### src/mfa_pkg.sv
// Package for the mixed fraction adder: divider command codes and the
// controller/datapath command and status structs. No dependencies.
`default_nettype none
package mfa_pkg;

  // Operand selects for the shared divider.
  typedef enum logic [2:0] {
    DIV_N1D1  = 3'd0,  // n1 / d1, floor split
    DIV_N2D2  = 3'd1,  // n2 / d2, floor split
    DIV_GCD   = 3'd2,  // ga % gb, Euclid step
    DIV_LCMD1 = 3'd3,  // d1 / g
    DIV_LCMD2 = 3'd4,  // lcm / d1
    DIV_MAGG  = 3'd5,  // mag / g
    DIV_DENG  = 3'd6   // lcm / g
  } div_sel_e;

  // Register load selects in the datapath.
  typedef enum logic [3:0] {
    LD_NONE   = 4'd0,
    LD_INPUT  = 4'd1,
    LD_GCD1   = 4'd2,  // ga <= d1, gb <= d2
    LD_GSTEP  = 4'd3,  // ga <= gb, gb <= rem
    LD_Q1     = 4'd4,
    LD_Q2     = 4'd5,
    LD_LCM    = 4'd6,  // lcm <= quot * d2; k2 <= quot
    LD_K2     = 4'd7,  // frac <= r1 * (lcm / d1)
    LD_FRAC   = 4'd8,
    LD_FIX    = 4'd9,  // wrap and truncation adjust
    LD_GCD2   = 4'd10, // ga <= mag, gb <= lcm
    LD_MAGQ   = 4'd11,
    LD_DENQ   = 4'd12
  } load_e;

  typedef struct packed {
    logic     div_start;
    div_sel_e div_sel;
    load_e    load;
  } mfa_cmd_t;

  typedef struct packed {
    logic div_done;
    logic gb_zero;
    logic rem_zero;
    logic bad;
  } mfa_status_t;

endpackage
`default_nettype wire

### src/mfa_divider.sv
// Radix-2 restoring divider, one quotient bit per cycle.
// Depends on nothing; unsigned operands of parameter width.
`default_nettype none
module mfa_divider #(
  parameter int W = 32
) (
  input  wire logic         clk_i,
  input  wire logic         rst_ni,
  input  wire logic         start_i,
  input  wire logic [W-1:0] dividend_i,
  input  wire logic [W-1:0] divisor_i,
  output logic              done_o,
  output logic [W-1:0]      quot_o,
  output logic [W-1:0]      rem_o
);
  localparam int CW = $clog2(W + 1);
  logic [W-1:0]  q_q, q_d, r_q, r_d, dv_q, dv_d;
  logic [CW-1:0] cnt_q, cnt_d;
  logic          busy_q, busy_d, done_q, done_d;
  logic [W:0]    trial;

  always_comb begin
    q_d = q_q; r_d = r_q; dv_d = dv_q; cnt_d = cnt_q;
    busy_d = busy_q; done_d = 1'b0;
    trial = {r_q, q_q[W-1]} - {1'b0, dv_q};
    if (start_i) begin
      q_d = dividend_i; r_d = '0; dv_d = divisor_i;
      cnt_d = CW'(W); busy_d = 1'b1;
    end else if (busy_q) begin
      if (!trial[W]) begin
        r_d = trial[W-1:0];
        q_d = {q_q[W-2:0], 1'b1};
      end else begin
        r_d = {r_q[W-2:0], q_q[W-1]};
        q_d = {q_q[W-2:0], 1'b0};
      end
      cnt_d = cnt_q - 1'b1;
      if (cnt_q == CW'(1)) begin
        busy_d = 1'b0; done_d = 1'b1;
      end
    end
  end

  always_ff @(posedge clk_i or negedge rst_ni) begin
    if (!rst_ni) begin
      busy_q <= 1'b0; done_q <= 1'b0; cnt_q <= '0;
    end else begin
      busy_q <= busy_d; done_q <= done_d; cnt_q <= cnt_d;
    end
  end

  always_ff @(posedge clk_i) begin
    q_q <= q_d; r_q <= r_d; dv_q <= dv_d;
  end

  assign done_o = done_q;
  assign quot_o = q_q;
  assign rem_o  = r_q;
endmodule
`default_nettype wire

### src/mfa_datapath.sv
// Datapath: operand registers, shared divider, one multiplier, adders.
// Depends on mfa_pkg and mfa_divider.
`default_nettype none
module mfa_datapath
  import mfa_pkg::*;
#(
  parameter int PW = 16
) (
  input  wire logic                 clk_i,
  input  wire logic                 rst_ni,
  input  wire logic signed [PW-1:0] w1_i, n1_i, d1_i, w2_i, n2_i, d2_i,
  input  wire mfa_cmd_t             cmd_i,
  output mfa_status_t               status_o,
  output logic signed [PW+2:0]      whole_o,
  output logic signed [2*PW-2:0]    num_o,
  output logic [2*PW-3:0]           den_o
);
  localparam int DW = 2 * PW;     // divider width
  localparam int WW = PW + 3;

  logic signed [PW:0] n1_q, n2_q;   // sign-folded numerators
  logic [PW-1:0]      d1_q, d2_q;   // magnitudes, up to 2^(PW-1)
  logic signed [WW-1:0] whole_q;
  logic [DW-1:0] ga_q, gb_q, lcm_q, k2_q, frac_q, mag_q, den_q;
  logic [PW-1:0] r1_q, r2_q;
  logic          neg_q, bad_q;
  logic [DW-1:0] dvd, dvs, quot, rmd;
  logic          div_done;
  logic [PW:0]   n_abs;
  logic          n_neg;
  logic [DW-1:0] mul_a, mul_b;
  logic [2*DW-1:0] prod;
  logic signed [PW+1:0] qf;
  logic [PW-1:0] rf;
  logic [PW-1:0] dsel;
  logic [PW-1:0] dsel_r;

  // Operand mux for the shared divider.
  always_comb begin
    n_abs = '0; n_neg = 1'b0; dsel = d1_q;
    dvd = ga_q; dvs = gb_q;
    case (cmd_i.div_sel)
      DIV_N1D1, DIV_N2D2: begin
        n_neg = (cmd_i.div_sel == DIV_N1D1) ? n1_q[PW] : n2_q[PW];
        n_abs = (cmd_i.div_sel == DIV_N1D1) ?
                (n1_q[PW] ? -n1_q : n1_q) : (n2_q[PW] ? -n2_q : n2_q);
        dsel  = (cmd_i.div_sel == DIV_N1D1) ? d1_q : d2_q;
        dvd = DW'(n_abs); dvs = DW'(dsel);
      end
      DIV_GCD:   begin dvd = ga_q;      dvs = gb_q;      end
      DIV_LCMD1: begin dvd = DW'(d1_q); dvs = ga_q;      end
      DIV_LCMD2: begin dvd = lcm_q;     dvs = DW'(d1_q); end
      DIV_MAGG:  begin dvd = mag_q;     dvs = ga_q;      end
      DIV_DENG:  begin dvd = lcm_q;     dvs = ga_q;      end
      default:   begin dvd = ga_q;      dvs = gb_q;      end
    endcase
  end

  mfa_divider #(.W(DW)) u_div (
    .clk_i, .rst_ni, .start_i(cmd_i.div_start), .dividend_i(dvd),
    .divisor_i(dvs), .done_o(div_done), .quot_o(quot), .rem_o(rmd)
  );

  // Floor split from the magnitude division; the sign register holds the
  // numerator sign captured with the divide command.
  logic sgn_q;
  always_ff @(posedge clk_i) if (cmd_i.div_start) sgn_q <= n_neg;
  always_comb begin
    if (!sgn_q) begin
      qf = (PW+2)'(quot[PW:0]);
      rf = rmd[PW-1:0];
    end else if (rmd == '0) begin
      qf = -(PW+2)'(quot[PW:0]);
      rf = '0;
    end else begin
      qf = -(PW+2)'(quot[PW:0]) - (PW+2)'(1);
      rf = PW'((dsel_r) - rmd[PW-1:0]);
    end
  end
  always_ff @(posedge clk_i) if (cmd_i.div_start) dsel_r <= dsel;

  always_comb begin
    mul_a = quot; mul_b = DW'(d2_q);
    case (cmd_i.load)
      LD_FRAC: begin mul_a = DW'(r2_q); mul_b = k2_q; end
      LD_K2:   begin mul_a = DW'(r1_q); mul_b = quot; end
      default: begin mul_a = quot; mul_b = DW'(d2_q); end
    endcase
  end
  assign prod = mul_a * mul_b;

  always_ff @(posedge clk_i or negedge rst_ni) begin
    if (!rst_ni) begin
      bad_q <= 1'b0;
    end else if (cmd_i.load == LD_INPUT) begin
      bad_q <= (d1_i == '0) || (d2_i == '0);
    end
  end

  always_ff @(posedge clk_i) begin
    unique case (cmd_i.load)
      LD_INPUT: begin
        n1_q <= d1_i[PW-1] ? -(PW+1)'(n1_i) : (PW+1)'(n1_i);
        n2_q <= d2_i[PW-1] ? -(PW+1)'(n2_i) : (PW+1)'(n2_i);
        d1_q <= d1_i[PW-1] ? PW'(-d1_i) : PW'(d1_i);
        d2_q <= d2_i[PW-1] ? PW'(-d2_i) : PW'(d2_i);
        whole_q <= WW'(w1_i) + WW'(w2_i);
      end
      LD_Q1: begin whole_q <= whole_q + WW'(qf); r1_q <= rf; end
      LD_Q2: begin whole_q <= whole_q + WW'(qf); r2_q <= rf; end
      LD_GCD1: begin ga_q <= DW'(d1_q); gb_q <= DW'(d2_q); end
      LD_GSTEP: begin ga_q <= gb_q; gb_q <= rmd; end
      LD_LCM: begin lcm_q <= prod[DW-1:0]; k2_q <= quot; end
      LD_K2: frac_q <= prod[DW-1:0];
      LD_FRAC: frac_q <= frac_q + prod[DW-1:0];
      LD_FIX: begin
        if (frac_q >= lcm_q) begin
          if ((whole_q + WW'(1)) < 0 && frac_q != lcm_q) begin
            whole_q <= whole_q + WW'(2);
            mag_q <= lcm_q - (frac_q - lcm_q); neg_q <= 1'b1;
          end else begin
            whole_q <= whole_q + WW'(1);
            mag_q <= frac_q - lcm_q; neg_q <= 1'b0;
          end
        end else if (whole_q < 0 && frac_q != '0) begin
          whole_q <= whole_q + WW'(1);
          mag_q <= lcm_q - frac_q; neg_q <= 1'b1;
        end else begin
          mag_q <= frac_q; neg_q <= 1'b0;
        end
      end
      LD_GCD2: begin ga_q <= mag_q; gb_q <= lcm_q; end
      LD_MAGQ: mag_q <= quot;
      LD_DENQ: den_q <= quot;
      default: ;
    endcase
  end

  // LD_K2 multiplies r1 by the fresh quotient lcm/d1; LD_FRAC adds r2*k2.
  assign status_o = '{div_done: div_done, gb_zero: (gb_q == '0),
                      rem_zero: (mag_q == '0), bad: bad_q};

  always_comb begin
    if (bad_q) begin
      whole_o = '0; num_o = '0; den_o = '0;
    end else if (mag_q == '0) begin
      whole_o = whole_q; num_o = '0; den_o = (2*PW-2)'(1);
    end else begin
      whole_o = whole_q;
      num_o = neg_q ? -(2*PW-1)'(mag_q) : (2*PW-1)'(mag_q);
      den_o = den_q[2*PW-3:0];
    end
  end
endmodule
`default_nettype wire

### src/mfa_controller.sv
// Controller: sequences the datapath through floor splits, GCD, LCM and
// reduction. Depends on mfa_pkg.
`default_nettype none
module mfa_controller
  import mfa_pkg::*;
(
  input  wire logic        clk_i,
  input  wire logic        rst_ni,
  input  wire logic        in_valid_i,
  output logic             in_stall_o,
  output logic             out_valid_o,
  input  wire logic        out_stall_i,
  output mfa_cmd_t         cmd_o,
  input  wire mfa_status_t status_i
);
  typedef enum logic [3:0] {
    S_IDLE, S_CHECK, S_Q1, S_Q2, S_G1, S_G1W, S_LCMD1, S_LCMD2, S_FIX,
    S_G2, S_G2W, S_MAG, S_DEN, S_OUT
  } state_e;

  state_e state_q, state_d;
  logic   busy_q, busy_d;   // divider launched, awaiting done; in S_FIX, marks the second step

  always_comb begin
    state_d = state_q; busy_d = busy_q;
    cmd_o = '{div_start: 1'b0, div_sel: DIV_GCD, load: LD_NONE};
    unique case (state_q)
      S_IDLE: if (in_valid_i) begin
        cmd_o.load = LD_INPUT; state_d = S_CHECK;
      end
      S_CHECK: state_d = status_i.bad ? S_OUT : S_Q1;
      S_Q1: begin
        cmd_o.div_sel = DIV_N1D1;
        if (!busy_q) begin cmd_o.div_start = 1'b1; busy_d = 1'b1; end
        else if (status_i.div_done) begin
          cmd_o.load = LD_Q1; busy_d = 1'b0; state_d = S_Q2;
        end
      end
      S_Q2: begin
        cmd_o.div_sel = DIV_N2D2;
        if (!busy_q) begin cmd_o.div_start = 1'b1; busy_d = 1'b1; end
        else if (status_i.div_done) begin
          cmd_o.load = LD_Q2; busy_d = 1'b0; state_d = S_G1;
        end
      end
      S_G1: begin cmd_o.load = LD_GCD1; state_d = S_G1W; end
      S_G1W: begin
        cmd_o.div_sel = DIV_GCD;
        if (!busy_q) begin
          if (status_i.gb_zero) state_d = S_LCMD1;
          else begin cmd_o.div_start = 1'b1; busy_d = 1'b1; end
        end else if (status_i.div_done) begin
          cmd_o.load = LD_GSTEP; busy_d = 1'b0;
        end
      end
      S_LCMD1: begin
        cmd_o.div_sel = DIV_LCMD1;
        if (!busy_q) begin cmd_o.div_start = 1'b1; busy_d = 1'b1; end
        else if (status_i.div_done) begin
          cmd_o.load = LD_LCM; busy_d = 1'b0; state_d = S_LCMD2;
        end
      end
      S_LCMD2: begin
        cmd_o.div_sel = DIV_LCMD2;
        if (!busy_q) begin cmd_o.div_start = 1'b1; busy_d = 1'b1; end
        else if (status_i.div_done) begin
          cmd_o.load = LD_K2; busy_d = 1'b0; state_d = S_FIX;
        end
      end
      S_FIX: begin
        // first step adds r2*k2, second applies wrap and truncation
        if (!busy_q) begin cmd_o.load = LD_FRAC; busy_d = 1'b1; end
        else begin cmd_o.load = LD_FIX; busy_d = 1'b0; state_d = S_G2; end
      end
      S_G2: begin
        if (status_i.rem_zero) state_d = S_OUT;
        else begin cmd_o.load = LD_GCD2; state_d = S_G2W; end
      end
      S_G2W: begin
        cmd_o.div_sel = DIV_GCD;
        if (!busy_q) begin
          if (status_i.gb_zero) state_d = S_MAG;
          else begin cmd_o.div_start = 1'b1; busy_d = 1'b1; end
        end else if (status_i.div_done) begin
          cmd_o.load = LD_GSTEP; busy_d = 1'b0;
        end
      end
      S_MAG: begin
        cmd_o.div_sel = DIV_DENG;
        if (!busy_q) begin cmd_o.div_start = 1'b1; busy_d = 1'b1; end
        else if (status_i.div_done) begin
          cmd_o.load = LD_DENQ; busy_d = 1'b0; state_d = S_DEN;
        end
      end
      S_DEN: begin
        cmd_o.div_sel = DIV_MAGG;
        if (!busy_q) begin cmd_o.div_start = 1'b1; busy_d = 1'b1; end
        else if (status_i.div_done) begin
          cmd_o.load = LD_MAGQ; busy_d = 1'b0; state_d = S_OUT;
        end
      end
      S_OUT: if (!out_stall_i) state_d = S_IDLE;
      default: state_d = S_IDLE;
    endcase
  end

  always_ff @(posedge clk_i or negedge rst_ni) begin
    if (!rst_ni) begin
      state_q <= S_IDLE; busy_q <= 1'b0;
    end else begin
      state_q <= state_d; busy_q <= busy_d;
    end
  end

  assign in_stall_o  = (state_q != S_IDLE);
  assign out_valid_o = (state_q == S_OUT);

`ifndef NO_ASSERTIONS
  a_one_req: assert property (@(posedge clk_i) disable iff (!rst_ni)
    !(out_valid_o && !in_stall_o)) else $error("accept while result pending");
  a_out_hold: assert property (@(posedge clk_i) disable iff (!rst_ni)
    out_valid_o && out_stall_i |=> out_valid_o) else $error("result dropped");
  a_start_idle: assert property (@(posedge clk_i) disable iff (!rst_ni)
    cmd_o.div_start |-> !busy_q) else $error("divider restarted while busy");
`endif
endmodule
`default_nettype wire

### src/mixed_fraction_adder_unit.sv
// Top level of the mixed fraction adder: controller plus datapath.
// Depends on mfa_pkg, mfa_controller, mfa_datapath.
//
//  channel | valid       | stall       | payload
//  in      | in_valid_i  | in_stall_o  | first_*_i, second_*_i
//  out     | out_valid_o | out_stall_i | sum_*_o, bad_denominator_o
//
// One request at a time; every division runs on the shared radix-2 divider:
// two floor splits, both Euclid loops (about 22 and 43 steps at most) and
// up to four other divisions, with no division at all for a zero
// denominator. Reset is asynchronous and clears only control state and
// the bad-denominator flag. The result holds while out_stall_i is high;
// in_stall_o is high from accept until delivery.
`default_nettype none
module mixed_fraction_adder_unit
  import mfa_pkg::*;
#(
  parameter int PART_WIDTH = 16
) (
  input  wire logic                         clk_i,
  input  wire logic                         rst_ni,
  input  wire logic                         in_valid_i,
  output logic                              in_stall_o,
  input  wire logic signed [PART_WIDTH-1:0] first_whole_i,
  input  wire logic signed [PART_WIDTH-1:0] first_numerator_i,
  input  wire logic signed [PART_WIDTH-1:0] first_denominator_i,
  input  wire logic signed [PART_WIDTH-1:0] second_whole_i,
  input  wire logic signed [PART_WIDTH-1:0] second_numerator_i,
  input  wire logic signed [PART_WIDTH-1:0] second_denominator_i,
  output logic                              out_valid_o,
  input  wire logic                         out_stall_i,
  output logic signed [PART_WIDTH+2:0]      sum_whole_o,
  output logic signed [2*PART_WIDTH-2:0]    sum_numerator_o,
  output logic [2*PART_WIDTH-3:0]           sum_denominator_o,
  output logic                              bad_denominator_o
);
  mfa_cmd_t    cmd;
  mfa_status_t status;

  mfa_controller u_ctrl (
    .clk_i, .rst_ni, .in_valid_i, .in_stall_o, .out_valid_o, .out_stall_i,
    .cmd_o(cmd), .status_i(status)
  );

  mfa_datapath #(.PW(PART_WIDTH)) u_dp (
    .clk_i, .rst_ni,
    .w1_i(first_whole_i), .n1_i(first_numerator_i), .d1_i(first_denominator_i),
    .w2_i(second_whole_i), .n2_i(second_numerator_i),
    .d2_i(second_denominator_i),
    .cmd_i(cmd), .status_o(status),
    .whole_o(sum_whole_o), .num_o(sum_numerator_o), .den_o(sum_denominator_o)
  );

  assign bad_denominator_o = status.bad;
endmodule
`default_nettype wire

### config.mk
export PLATFORM = sky130hd
export DESIGN_NAME = mixed_fraction_adder_unit
export DESIGN_NICKNAME = d
export VERILOG_FILES = /design/src/mfa_pkg.sv /design/src/mfa_divider.sv /design/src/mfa_datapath.sv /design/src/mfa_controller.sv /design/src/mixed_fraction_adder_unit.sv
export SDC_FILE = /design/constraint.sdc
export NUM_CORES = 2
export LEC_CHECK = 0
export ABC_AREA = 1
export BUFFER_PORTS_ARGS = -buffer_cell sky130_fd_sc_hd__buf_2
export CORE_MARGIN = 1.5
export CORE_UTILIZATION = 55
export CTS_CLUSTER_SIZE = 12
export DETAILED_ROUTE_END_ITERATION = 16
export GPL_ROUTABILITY_DRIVEN = 1
export PLACE_DENSITY_LB_ADDON = 0.2
export SYNTH_ARGS = -nofsm -noshare
export SYNTH_HDL_FRONTEND = slang
export SYNTH_HIERARCHICAL = 1
export SYNTH_SLANG_ARGS = --single-unit
### constraint.sdc
create_clock -name clk_i -period 12.9 [get_ports clk_i]
set_input_delay 1.29 -clock clk_i [delete_from_list [all_inputs] [get_ports clk_i]]
set_output_delay 1.29 -clock clk_i [all_outputs]
set_load 0.01 [all_outputs]
Word level (Yosys, flattened, before mapping)

Cells that the tools add are included.

Bits in registers: 467
Bits in latches: 0
Memory bits (writable): 0
ROM bits: 0
Input port bits: 100
Word-level logic and storage cells: 229
Memories: 0

Add/sub/neg operators: 21
$mul: 1
Divide/modulo/power cells: 0
Order comparisons: 3
Equal/unequal tests: 52
Shift operators: 0
Mux-type cells: 98
Bitwise logic cells: 0
Reductions and logical operators: 26

Operators by type and width:

| cell                                                                   | number |
|---|---|
| 32-bit case mux with 3 select lines                                    | 3 |
| 32-bit case mux with 2 select lines                                    | 4 |
| 32-bit 2-to-1 mux                                                      | 6 |
| 32-bit case mux with 4 select lines                                    | 1 |
| 4-bit 2-to-1 mux                                                       | 30 |
| 32-bit logical NOT                                                     | 3 |
| 32-bit subtractor                                                      | 3 |
| 31-bit 2-to-1 mux                                                      | 3 |
| 17-bit 2-to-1 mux                                                      | 5 |
| 19-bit 2-to-1 mux                                                      | 4 |
| 16-bit 2-to-1 mux                                                      | 4 |
| 30-bit 2-to-1 mux                                                      | 2 |
| 19-bit case mux with 3 select lines                                    | 1 |
| 4-bit case mux with 14 select lines                                    | 1 |
| 4-bit equality test (second input constant)                            | 11 |
| 4-bit case mux with 11 select lines                                    | 1 |
| 18-bit 2-to-1 mux                                                      | 2 |
| 16-bit negator with 17-bit output                                      | 2 |
| 17-bit negator                                                         | 2 |
| 33-bit by 32-bit subtractor with 33-bit output                         | 1 |
| 32-bit adder                                                           | 1 |
| 4-bit by 3-bit equality test with 1-bit output (second input constant) | 8 |
| 32-bit greater-or-equal comparator                                     | 1 |
| 16-bit logical NOT                                                     | 2 |
| 44 further kinds                                                       | 100 |

Logic depth before layout (Yosys ltp)

Word-level depth: 8
Gate-level depth with buffers: 63
Mapped depth without buffers: 61

By module

The synthesis kept the hierarchy.

Modules (own cells, without submodules):

| module         | instances | cells each | area an instance (um2) |
|---|---|---|---|
| mfa_datapath   | 1         | 6137       | 46460.8 |
| mfa_divider    | 1         | 1035       | 6940.4 |
| mfa_controller | 1         | 133        | 754.5 |

Worst setup path before layout

No wires, ideal clock.

Kind: register -> register
Start point: register u_dp.mag_q[0]
End point: register u_dp.frac_q[31], data pin
Setup time: 0.253 ns
Data arrival time: 11.142 ns
Data required time: 12.647 ns
Slack: 1.505 ns
Cell stages (with the launch flop): 59
Path buffers: 3
Clock period less this slack: 11.395 ns
Cells stage by stage: edfxtp_1 -> inv_1 -> ha_1 -> inv_1 -> nor2_1 -> nand4_1 -> nor4_1 -> nand4_1 -> nor3_1 -> nand4_1 -> nor3_1 -> nor2_1 -> inv_1 -> o211ai_1 -> inv_2 -> nor2_4 -> nand2_2 -> nand2_2 -> (+23 left out) -> a21boi_0 -> o21ai_0 -> a21oi_1 -> o21ai_0 -> xor2_1 -> ha_1 -> nand2_1 -> nor2_1 -> inv_1 -> nor2_1 -> inv_1 -> o2111a_1 -> nand3_1 -> nand2_1 -> nor2_1 -> inv_1 -> nand3_1 -> nand2_1

RTL lines:

| item                     | line                | RTL |
|---|---|---|
| start: declaration       | mfa_datapath.sv:24  | `logic [DW-1:0] ga_q, gb_q, lcm_q, k2_q, frac_q, mag_q, den_q;` |
| start signal: assignment | mfa_datapath.sv:133 | `LD_MAGQ: mag_q <= quot;` |
| end signal: assignment   | mfa_datapath.sv:114 | `LD_K2: frac_q <= prod[DW-1:0];` |
| end signal: assignment   | mfa_datapath.sv:115 | `LD_FRAC: frac_q <= frac_q + prod[DW-1:0];` |
| end: declaration         | mfa_datapath.sv:24  |  |

==> summary.txt <==
Status
  – Status: finished, violations left
  – Violations in the final reports: max-capacitance violations, max-slew violations

Routing
  – Vias per cell: around 6
  – WL per Instance: ~24 um
  – Starting DRT DRC Count: approximately 7000
  – Antenna Nets Post-Route: 0
  – Routed WL: roughly 210 mm
  – DRC Markers: 0
  – Drt pass-1 iters: 6
  – Via count: 52010

Clocking
  – CTS tree: done
  – H-tree depth: 2
  – TritonCTS buffer count: between 50 and 60
  – Clk_lat worst skew: around 0.69 ns
  – Clock buffer depth: 3
  – Clk slew on worst S/H paths: 0.06 ns
  – Total clock sinks: 467
  – CTS root buf: clkbuf_16

Place
  – Input/output buffers: 182
  – RePlAce Congestion: around 1.1
  – Placement Setup Slack: about 0.037 ns
  – Detailed placer's ending HPWL: 172.4 mm

Cells and area
  – Filler cells: 8986
  – Share of cells above drive strength 1: ~8.3%
  – Reg area: between 0.01 and 0.015 mm^2
  – Area Overhead vs Synth: 9.442%
  – Final #Nets: 8363
  – Multi-input logic area: 0.03420 mm^2

STA
  – Clk_skew: just over 0.03 ns
  – Slew @ Worst Pin: roughly 1.5 ns
  – Fin crit share: 95.34%
  – Final Hold Viols: 0
  – Fin worst setup slack: approximately 0.60 ns
  – Tmin final: 12.30 ns
  – Fin Hold WS: 0.5003 ns
  – Max Slew Vio Count: 7
  – # setup viols final: 0
  – FMAX: a little over 80 MHz
  – Max-slew headroom: -2.467%

Logic synthesis
  – #FFs+latches synth: ~470
  – Mapped Nets: around 8200
  – Main flop type after synthesis: edfxtp_1
  – Number of synthesized flops with an enable pin: between 400 and 500
  – Yosys cell types: 73
  – Synth warn: 6
  – Avg Synthesized Cell Area: ~7.4 um^2
  – Mapped Cells: approximately 7300
  – Sequential share of the synthesized area: between 20% and 30%
  – Post-Syn Area: 0.05416 mm^2
  – FFs w/ async S/R, synth: under 10%

Global routing
  – Initial antenna violation count: 7
  – Vias in the first global route: 48930
  – Global Route Usage Sum: 42.15%
  – Global route overflow: 0
  – Largest net degree at the start of global routing: 70
  – First-pass GRT wire length: slightly above 300 mm

Floorplanning
  – IO Pins: about 180
  – Core area: about 0.1 mm^2
  – Die width: around 320 um
  – Die area: about 0.10 mm^2
  – Initial Utilization: 55.75%
  – Die height: approximately 320 um
  – Row Count: ~110

Critical path
  – Crit path largest cell delay: approximately 0.55 ns
  – WP buf/inv: 18
  – Crit. End Element: flip-flop
  – CP Data Required Time: 13.32 ns
  – CP Data Arrival Time: between 10 and 15 ns
  – Crit path max fanout: 13
  – Cell class contributing the biggest share of worst-path delay: adder cells
  – CP Launch Type: flip-flop
  – Highest-delay cell along the critical path: fa_1
  – Setup CP Type: flip-flop to flip-flop
  – Top cell by count, worst path: inv_1

Run
  – MaxCap Viol Count: 1

Hold path
  – Hold Crit Class: flip-flop to flip-flop
==> cell families (layout without fill, tap and decap cells) <==
group | Yosys count | in the layout | share of synthesized area (%)
AOI/OAI and AO/OA | 1014 | 1014 | 11.16
xor gates and xnor gates | 302 | 302 | 4.884
adders and majority gates | 758 | 758 | 23.28
buffers and inverters | 1725 | 1967 | 12.14
DFF | 467 | 467 | 25.17
muxes | 2 | 2 | 0.03928
other | 0 | 4 | 0
and+or+nand+nor | 3037 | 3038 | 23.33
==> state kept, by name, indices dropped and copies added, names as in the netlist, 6 cells and up <==
name,count
u_dp/u_div/rem_o,32
u_dp/ga_q,32
u_dp/d1_q,16
u_dp/d2_q,16
u_dp/gb_q,32
u_dp/r2_q,16
u_dp/n2_q,17
u_dp/lcm_q,32
u_dp/whole_q,19
u_dp/r1_q,16
u_dp/mag_q,32
u_dp/u_div/quot_o,32
u_dp/frac_q,32
u_dp/k2_q,32
u_dp/dsel_r,16
u_dp/u_div/cnt_q,6
u_dp/den_q,30
u_dp/n1_q,17
u_dp/u_div/dv_q,32
==> metal layers <==
| metal | track usage [%] | vias up | routed length [um] |
|---|---|---|---|
| li1 | - | 23620 | - |
| met1 | 57.69 | 24700 | 83720 |
| met2 | 61.16 | 3137 | 87810 |
| met3 | 11.00 | 547 | 27170 |
| met4 | 22.38 | 8 | 13370 |
| met5 | 0 | - | 48 |
==> metrics by stage <==
step | TNS [ns] | cells | area [um^2] | utilization [%]
5_1_grt | -0.1454 | 8825 | 59260 | 61.01
4_1_cts | 0 | 8810 | 58980 | 60.72
2_1_floorplan | 0 | 7305 | 54160 | -
3_5_place_dp | 0 | 8709 | 57180 | 58.86
3_3_place_gp | 0 | 8709 | 57180 | 58.86
6_report | 0 | 8828 | 59270 | 61.02
==> cells in the final DEF (no fill, tap or decap), types with 15 or more instances in the layout <==
cell type and n:
clkbuf_16 57, fa_1 416, xor2_1 205, a21oi_1 349, nand4_1 48, edfxtp_1 421, nand2_2 37, dfxtp_1 32
or2_2 18, o21bai_1 18, a221oi_1 20, nor3_1 98, a31oi_1 32, o22ai_1 58, o2111ai_1 25, buf_4 175
clkinv_1 16, nand2_1 1783, xnor2_1 91, nand3_1 330, buf_2 182, o21ai_0 287, nor2_1 593, inv_2 25
a22oi_1 34, ha_1 342, o211ai_1 48, nor4_1 46, o221ai_1 37, inv_1 1460, nand3b_1 17, nor2_2 18
clkinv_2 15, a21o_1 18
==> worst reg2reg max path: cells and delay by family (launching register included) <==
kind / cells / cell delay [ns]
DFF: 1 / 0.39
xor gates and xnor gates: 1 / 0.16
AOI/OAI and AO/OA: 5 / 0.83
adders and majority gates: 11 / 5.05
buffers and inverters: 18 / 1.78
and+or+nand+nor: 26 / 3.83
==> synthesized netlist by cell type (all sizes together), types with 3 or more instances <==
| master | number | area, um^2 |
|---|---|---|
| a221oi | 21 | 183.9 |
| or2 | 20 | 125.1 |
| o221ai | 37 | 324.1 |
| buf | 52 | 294.0 |
| clkinv | 11 | 41.29 |
| nand3 | 333 | 1682 |
| o2111ai | 26 | 227.7 |
| o22ai | 62 | 420.4 |
| a21boi | 6 | 45.04 |
| a41oi | 4 | 35.03 |
| a22oi | 34 | 255.2 |
| o31ai | 11 | 82.58 |
| a32oi | 4 | 35.03 |
| fa | 416 | 8328 |
| a211oi | 5 | 37.54 |
| nor3b | 6 | 45.04 |
| nor3 | 105 | 536.8 |
| and3 | 3 | 18.77 |
| edfxtp | 421 | 12640 |
| nor2 | 619 | 2405 |
| nand4 | 49 | 321.6 |
| o21a | 9 | 67.56 |
| and2 | 7 | 46.30 |
| dfrtp | 14 | 350.3 |
| a211o | 5 | 43.79 |
| nand2 | 1826 | 6977 |
| o311ai | 6 | 52.55 |
| ha | 342 | 4279 |
| o21ai | 308 | 1572 |
| a21o | 18 | 135.1 |
| xnor2 | 92 | 805.8 |
| clkbuf | 176 | 660.6 |
| inv | 1486 | 5578 |
| nor4 | 50 | 319.1 |
| a31oi | 33 | 206.5 |
| o211ai | 48 | 360.4 |
| dfxtp | 32 | 640.6 |
| a21oi | 355 | 1784 |
| xor2 | 210 | 1839 |
| nand3b | 18 | 147.6 |
| o21bai | 18 | 135.1 |
==> worst paths after layout <==
kind | start | endpoint | slack, ns | cells after the start
max | u_dp/mag_q[1] | u_dp/frac_q[31] | 0.60 | 61
min | u_dp/u_div/cnt_q[5] | u_dp/u_div/cnt_q[5] | 0.50 | 1
max reg2reg | u_dp/mag_q[1] | u_dp/frac_q[31] | 0.60 | 61
min reg2reg | u_dp/u_div/cnt_q[5] | u_dp/u_div/cnt_q[5] | 0.50 | 1
max in group asynchronous | rst_ni | u_dp/bad_q | 12.07 | 1
min in group asynchronous | rst_ni | u_dp/u_div/done_o | 0.52 | 1
==> what timing repair did <==
action                                 in CTS  in global routing
setup endpoints to repair                   1                 15
buffers inserted                            0                 13
hold buffers                                0                  0
pin swaps                                   0                  6
gates cloned                                0                  1
endpoints found under the hold margin       0                  0
resized for setup                           1                 35
==> final cells by class <==
class	count	share of cell area [%]
diodes	4	0.01689
clock buffers	64	2.451
clock inverters	37	0.5826
multi-input cells	5114	57.71
well taps	1276	2.694
inverters	1497	9.487
repair buffers	369	4.060
flip-flops and latches	467	23.00
Power is left out: the tool's default activity adds up to more than one toggle a clock period on the data nets, which glitch-free logic cannot reach.
